File: config.mk
export PLATFORM = sky130hd
export DESIGN_NAME = keypad_scan_long_press
export DESIGN_NICKNAME = d
export VERILOG_FILES = /design/src/sv/kslp_pkg.sv /design/src/sv/keypad_scan_long_press.sv
export VERILOG_INCLUDE_DIRS = /design/src /design/src/sv
export SDC_FILE = /design/constraint.sdc
export NUM_CORES = 1
export LEC_CHECK = 0
export BUFFER_PORTS_ARGS = -buffer_cell sky130_fd_sc_hd__clkbuf_2
export CAP_MARGIN = 40
export CELL_PAD_IN_SITES_DETAIL_PLACEMENT = 1
export CELL_PAD_IN_SITES_GLOBAL_PLACEMENT = 2
export CORE_ASPECT_RATIO = 1.1
export CORE_UTILIZATION = 31
export DETAILED_ROUTE_END_ITERATION = 12
export GPL_TIMING_DRIVEN = 0
export PLACE_DENSITY_LB_ADDON = 0.1
export SETUP_SLACK_MARGIN = 0.5
export SLEW_MARGIN = 25
export SYNTH_ARGS = -nofsm -noshare
export SYNTH_HDL_FRONTEND = slang
export SYNTH_SLANG_ARGS = --single-unit
File: constraint.sdc
create_clock -name clk -period 2.3 [get_ports clk]
set_input_delay 0.46 -clock clk [delete_from_list [all_inputs] [get_ports clk]]
set_output_delay 0.46 -clock clk [all_outputs]
set_load 0.01 [all_outputs]
File: src/sv/assert_macros.svh
// Assertion macros shared by the keypad scanner RTL.
`ifndef ASSERT_MACROS_SVH
`define ASSERT_MACROS_SVH

// Clocked check, masked while reset is asserted.
`define KS_ASSERT(lbl, prop, msg) \
	lbl: assert property (@(posedge clk) disable iff (!arst_n) (prop)) else $error(msg);

// Clocked check that also holds during reset.
`define KS_ASSERT_ALWAYS(lbl, prop, msg) \
	lbl: assert property (@(posedge clk) (prop)) else $error(msg);

`endif

File: src/sv/kslp_pkg.sv
// Constants, register indexes and key table for the keypad scanner.
package kslp_pkg;

	localparam int ROW_W      = 4;
	localparam int COL_W      = 2;
	localparam int CODE_W     = 8;
	localparam int PRESS_W    = 16;
	localparam int HOLDOFF_W  = 8;
	localparam int CFG_IDX_W  = 2;
	localparam int CFG_DATA_W = 16;

	localparam logic [CFG_IDX_W-1:0] CFG_LONG_PRESS = 2'd0;
	localparam logic [CFG_IDX_W-1:0] CFG_HOLDOFF    = 2'd1;

	localparam logic [PRESS_W-1:0]   LONG_PRESS_RST = 16'd300;
	localparam logic [HOLDOFF_W-1:0] HOLDOFF_RST    = 8'd10;
	localparam logic [PRESS_W-1:0]   PRESS_MAX      = 16'hFFFF;

	localparam logic [CODE_W-1:0] CHAR_A    = 8'h41;
	localparam logic [CODE_W-1:0] CHAR_C    = 8'h43;
	localparam logic [CODE_W-1:0] CHAR_ZERO = 8'h30;
	localparam logic [CODE_W-1:0] CHAR_D    = 8'h44;
	localparam logic [CODE_W-1:0] CHAR_NONE = 8'h00;

	// Character at (column, row) of the keypad face.
	function automatic logic [CODE_W-1:0] key_lut(input logic [COL_W-1:0] col,
			input logic [COL_W-1:0] row);
		logic [CODE_W-1:0] c;
		case ({col, row})
			4'h0: c = 8'h37; // '7'
			4'h1: c = 8'h34; // '4'
			4'h2: c = 8'h31; // '1'
			4'h3: c = 8'h41; // 'A'
			4'h4: c = 8'h38; // '8'
			4'h5: c = 8'h35; // '5'
			4'h6: c = 8'h32; // '2'
			4'h7: c = 8'h30; // '0'
			4'h8: c = 8'h39; // '9'
			4'h9: c = 8'h36; // '6'
			4'hA: c = 8'h33; // '3'
			4'hB: c = 8'h3D; // '='
			4'hC: c = 8'h2F; // '/'
			4'hD: c = 8'h78; // 'x'
			4'hE: c = 8'h2D; // '-'
			4'hF: c = 8'h2B; // '+'
			default: c = CHAR_NONE;
		endcase
		return c;
	endfunction

endpackage

File: src/sv/keypad_scan_long_press.sv
// Keypad scanner top level: column scan, press timing and key remapping.
// A result beat is loaded into the output register in the cycle after its tick beat is accepted.
// Throughput: one tick beat per cycle; the output register stalls input only when full
// and out_ready is low.
// Reset (arst_n low): column 0, scanning, timers clear, thresholds 300 and 10 ticks.
// Thresholds are written through the cfg channel, which is always ready.
`include "assert_macros.svh"

module keypad_scan_long_press (
	input  logic                              clk,
	input  logic                              arst_n,
	input  logic                              in_valid,
	output logic                              in_ready,
	input  logic [kslp_pkg::ROW_W-1:0]        row_levels,
	output logic                              out_valid,
	input  logic                              out_ready,
	output logic [kslp_pkg::ROW_W-1:0]        column_drive,
	output logic                              key_valid,
	output logic [kslp_pkg::CODE_W-1:0]       key_code,
	input  logic                              cfg_valid,
	output logic                              cfg_ready,
	input  logic [kslp_pkg::CFG_IDX_W-1:0]    cfg_index,
	input  logic [kslp_pkg::CFG_DATA_W-1:0]   cfg_data
);

	typedef enum logic [1:0] {
		PH_SCAN = 2'd0,
		PH_HELD = 2'd1,
		PH_HOLD = 2'd2
	} phase_t;

	phase_t                              phase_q, phase_n;
	logic [kslp_pkg::COL_W-1:0]          col_q, col_n;
	logic [kslp_pkg::COL_W-1:0]          held_row_q, held_row_n;
	logic [kslp_pkg::PRESS_W-1:0]        press_q, press_n;
	logic [kslp_pkg::HOLDOFF_W-1:0]      holdoff_q, holdoff_n, holdoff_dec;
	logic [kslp_pkg::PRESS_W-1:0]        long_press_q;
	logic [kslp_pkg::HOLDOFF_W-1:0]      rel_holdoff_q;

	logic                                out_valid_q;
	logic [kslp_pkg::ROW_W-1:0]          col_drive_q;
	logic                                key_valid_q;
	logic [kslp_pkg::CODE_W-1:0]         key_code_q;

	logic                                in_fire;
	logic                                found;
	logic [kslp_pkg::COL_W-1:0]          low_row;
	logic [kslp_pkg::ROW_W-1:0]          drive;
	logic                                valid_n;
	logic [kslp_pkg::CODE_W-1:0]         code_raw, code_n;

	assign in_ready     = !out_valid_q || out_ready;
	assign in_fire      = in_valid && in_ready;
	assign cfg_ready    = 1'b1;
	assign out_valid    = out_valid_q;
	assign column_drive = col_drive_q;
	assign key_valid    = key_valid_q;
	assign key_code     = key_code_q;

	assign drive       = ~(kslp_pkg::ROW_W'(1) << col_q);
	assign code_raw    = kslp_pkg::key_lut(col_q, held_row_q);
	assign holdoff_dec = (holdoff_q != '0) ? holdoff_q - 1'b1 : holdoff_q;

	// Lowest pressed row, active low.
	always_comb begin
		found   = 1'b1;
		low_row = '0;
		if (!row_levels[0]) begin
			low_row = 2'd0;
		end else if (!row_levels[1]) begin
			low_row = 2'd1;
		end else if (!row_levels[2]) begin
			low_row = 2'd2;
		end else if (!row_levels[3]) begin
			low_row = 2'd3;
		end else begin
			found = 1'b0;
		end
	end

	always_comb begin
		phase_n    = phase_q;
		col_n      = col_q;
		held_row_n = held_row_q;
		press_n    = press_q;
		holdoff_n  = holdoff_q;
		valid_n    = 1'b0;
		code_n     = kslp_pkg::CHAR_NONE;
		case (phase_q)
			PH_HELD: begin
				if (!row_levels[held_row_q]) begin
					if (press_q != kslp_pkg::PRESS_MAX) begin
						press_n = press_q + 1'b1;
					end
				end else begin
					valid_n = 1'b1;
					code_n  = code_raw;
					if (code_raw == kslp_pkg::CHAR_A && press_q < long_press_q) begin
						code_n = kslp_pkg::CHAR_C;
					end else if (code_raw == kslp_pkg::CHAR_ZERO && press_q > long_press_q) begin
						code_n = kslp_pkg::CHAR_D;
					end
					if (rel_holdoff_q == '0) begin
						col_n   = col_q + 1'b1;
						phase_n = PH_SCAN;
					end else begin
						holdoff_n = rel_holdoff_q;
						phase_n   = PH_HOLD;
					end
				end
			end
			PH_HOLD: begin
				holdoff_n = holdoff_dec;
				if (holdoff_dec == '0) begin
					col_n   = col_q + 1'b1;
					phase_n = PH_SCAN;
				end
			end
			default: begin
				// Unused phase code scans as well.
				if (found) begin
					held_row_n = low_row;
					press_n    = '0;
					phase_n    = PH_HELD;
				end else begin
					col_n   = col_q + 1'b1;
					phase_n = PH_SCAN;
				end
			end
		endcase
	end

	always_ff @(posedge clk or negedge arst_n) begin
		if (!arst_n) begin
			phase_q       <= PH_SCAN;
			col_q         <= '0;
			held_row_q    <= '0;
			press_q       <= '0;
			holdoff_q     <= '0;
			long_press_q  <= kslp_pkg::LONG_PRESS_RST;
			rel_holdoff_q <= kslp_pkg::HOLDOFF_RST;
			out_valid_q   <= 1'b0;
		end else begin
			if (cfg_valid && cfg_ready) begin
				case (cfg_index)
					kslp_pkg::CFG_LONG_PRESS: long_press_q <= cfg_data;
					kslp_pkg::CFG_HOLDOFF:    rel_holdoff_q <= cfg_data[kslp_pkg::HOLDOFF_W-1:0];
					default: ;
				endcase
			end
			if (in_fire) begin
				phase_q    <= phase_n;
				col_q      <= col_n;
				held_row_q <= held_row_n;
				press_q    <= press_n;
				holdoff_q  <= holdoff_n;
			end
			// Hold the result beat until taken; load the next one on accept.
			if (in_fire) begin
				out_valid_q <= 1'b1;
			end else if (out_ready) begin
				out_valid_q <= 1'b0;
			end
		end
	end

	always_ff @(posedge clk) begin
		if (in_fire) begin
			col_drive_q <= drive;
			key_valid_q <= valid_n;
			key_code_q  <= code_n;
		end
	end

	`KS_ASSERT(a_idle_code_zero,
		(out_valid_q && !key_valid_q) |-> (key_code_q == kslp_pkg::CHAR_NONE),
		"no-key beat carries a nonzero code")
	`KS_ASSERT(a_one_column,
		out_valid_q |-> ($countones(~col_drive_q) == 1),
		"column drive must select exactly one column")
	`KS_ASSERT(a_holdoff_live,
		(phase_q == PH_HOLD) |-> (holdoff_q != '0),
		"holdoff phase with expired counter")
	`KS_ASSERT(a_release_emits,
		(in_fire && phase_q == PH_HELD && row_levels[held_row_q]) |=> (out_valid_q && key_valid_q),
		"release did not emit a key")
	`KS_ASSERT_ALWAYS(a_ready_when_empty,
		!out_valid_q |-> in_ready,
		"input stalled with empty output register")

endmodule
==> results.cfg <==
[sta]
setup_ws_ns = -0.0760
tightest_slew_ns = 0.606
period_needed_ns = 2.38
relSlewSlack_pct = 59.5
slew_violations = 0
post-route-period-util_pct = 103
rsz0062_at_grt = yes
finClkSkew_ns = 0.00599
fmax_ghz = 0.421
hold_viol_final = 0
setup_viol = 2

[power_and_ir_drop]
leakagePower_nw = 2.48
p_total_mw = 5.89
power_density_nw_per_um2 = 1010
ir_drop_mv = 0.503

[setup_path]
ff2ff_path_depth = 7
startpoint = holdoff_q[2]
crit_fanout = 3
crit_path_end = col_q[1]
arrival_ns = 2.60
crit_type = flip-flop to flip-flop
reg2reg_from = holdoff_q[2]
required_ns = 2.52
startpoint_type = flip-flop
worst_setup_path_end_kind = flip-flop
timing.rr.end = col_q[1]
ff2ff_setup_slack_ns = -0.08

[detailed_routing]
drcViolationCount = 0
wirelength_um = 12100
routed_via_density = 5.15
vias = 3581
wl_per_cell_um = 17.4
firstDrtPassIters = 4
ant_nets = 0
drt-initial-drc-count = 81

[placed_design]
port_buffers = 40
placed_area_um2 = 4490
place.gp.congestion = 0.778
hpwl_um = 8130

[layout]
layout.nets = 592
drive_above_1_share_pct = 44.6
final_area_um2 = 5830
area_growth_pct = 46.7
fill_cells = 1399
antenna_cells = 0

[clock_network]
htreeDepth = 3
clock_path_buffers = 2
cts.sinks = 67
cts-root-buf = clkbuf_16
cts.clk_slew.worst_paths_ns = 0.06
cts_tree = done
clkLatencyLatePin_ns = 0.33
numCtsBuffers = 9

[synth]
seq_area_frac_synth_pct = 43.9
synthArstFlopShare_pct = 82.1
ys_ff_latch = 67
synthCells = 416
syn_avg_cell_area_um2 = 9.54
synth_flop_cell = dfrtp_1
synthesis.area_um2 = 3970
synth-edff-count = 12
yosysWarnings = 0
synth_top_area_share_pct = 30.9
yosysMostFrequentCell = dfrtp_1
synth_area_leaders = dfrtp_1 31%, ha_1 10%, edfxtp_1 9.1%, o21ai_0 5.3%, nand2_1 4.1%
synth_top_area_cell = dfrtp_1
synthTopCellsByCount = 49 x dfrtp_1, 43 x nand2_1, 42 x o21ai_0
synth_nets = 475
synth_cell_types = 61

[die]
top_level_ports = 43
dieHeight_um = 121
coreArea_um2 = 12500
dieArea_um2 = 13300
rows = 43
initial_core_util_pct = 31.7
die_x_um = 110

[global_route]
grt_pass1_wl_um = 19600
grt_pass1_vias = 3738
grt_max_degree = 44
grtUsageTotal_pct = 19.8
grt-ovfl-total = 0
grt_antenna_before_repair = 0

[outcome]
failed_checks = negative setup slack
status = finished, violations left

[job]
drv_cap = 0

[worst_hold_path]
hold_path.class = input pin to async pin
-- final cells by class --
type	count	area, um^2	share of cell area, %
Inverter	40	163	2.79
Buffer	12	93.8	1.61
Clock buffer	15	288	4.94
Timing Repair Buffer	106	797	13.7
Tap cell	157	196	3.37
Multi-Input combinational cell	297	2530	43.4
Sequential cell	67	1760	30.1
Clock inverter	1	5.00	0.0859
-- routing by layer --
| layer | part of all wire, % | wire length, um | global-route usage (%) | up-vias |
|---|---|---|---|---|
| met4 | 1.5 | 178 | 5.25 | 0 |
| met2 | 52 | 6320 | 34.6 | 34 |
| met1 | 44 | 5360 | 24.6 | 1805 |
| met3 | 2.1 | 251 | 3.61 | 11 |
| met5 | 0 | 0 | 0 | - |
| li1 | - | - | - | 1731 |
-- critical path, cell delays in order (launching register included) --
cell and delay, ns:
dfrtp_1 0.37, buf_6 0.12, or4_4 0.51, nor4_4 0.19, mux2_4 0.35, o31ai_4 0.27, nand4_1 0.17, mux2_2 0.29
-- timing repair --
item                       CTS  global route
pin swaps                   45            34
hold buffers                 0             0
setup endpoints to repair   34            34
gates resized for setup     92            51
cloned                       0             1
buffers inserted            42            22
-- state kept, by name (all words and copies together), names as in the netlist --
| register | count |
|---|---|
| out_valid | 1 |
| held_row_q | 2 |
| rel_holdoff_q | 8 |
| key_valid | 1 |
| col_q | 2 |
| column_drive | 4 |
| press_q | 16 |
| phase_q | 2 |
| key_code | 7 |
| holdoff_q | 8 |
| long_press_q | 16 |
-- how the worst min path moves through the flow --
stage | to | cells past startpoint | slack, ns | from
after floorplan | col_q[0] | 0 | 0.16 | arst_n
after global placement | long_press_q[0] | 1 | 0.50 | long_press_q[0]
after detailed placement | holdoff_q[2] | 1 | 0.37 | arst_n
after CTS | holdoff_q[2] | 1 | 0.004 | arst_n
after global routing | holdoff_q[2] | 1 | 0.005 | arst_n
final | holdoff_q[2] | 1 | 0.006 | arst_n
-- report_power, final --
part / switching [mW] / total, mW / leakage, nW / internal, mW
Clock: 0.514 / 1.36 / 0.146 / 0.847
Sequential: 0.256 / 1.77 / 0.784 / 1.52
Combinational: 1.47 / 2.76 / 1.55 / 1.28
-- placed cells by master, fill, tap and decap left out, drive strengths merged, types with 3 or more instances in the layout --
cell    count
nand3      11
o31ai       4
dfstp       6
inv        38
or3         5
nand4      10
a31oi       6
dfrtp      49
nor2       29
xor2        5
buf        71
clkbuf     62
nor3        8
mux2       13
nor3b       4
o41ai       3
edfxtp     12
nor4        4
a221o       3
a211oi      4
o211ai      3
a21oi      19
nor2b       3
and3        4
clkinv      3
nand2      44
o21ai      42
nand2b      5
or4         4
ha         32
-- per-stage QoR --
step	util [%]	hold slack, ns	worst slack (ns)	setup TNS, ns	instances
5_1_grt	46.5	0.00538	-0.178	-0.444	695
4_1_cts	43.6	0.00398	-0.0858	-0.175	672
3_3_place_gp	35.6	0.503	-0.224	-0.483	613
3_5_place_dp	35.8	0.368	-0.216	-0.487	614
2_1_floorplan	-	0.164	-0.00430	-0.00430	416
6_report	46.5	0.00616	-0.0760	-0.144	695
-- logic make-up after synthesis --
kind of cell    Yosys count  synth area share [%]
mux                      15                  4.51
buf+inv                  52                  5.26
flops                    67                  43.9
fa+ha+maj                32                  10.1
xor+xnor                  7                  1.54
compound gates          101                  15.7
simple gates            140                  18.8
other cells               2                 0.189
(Power assumes the default switching activity.)
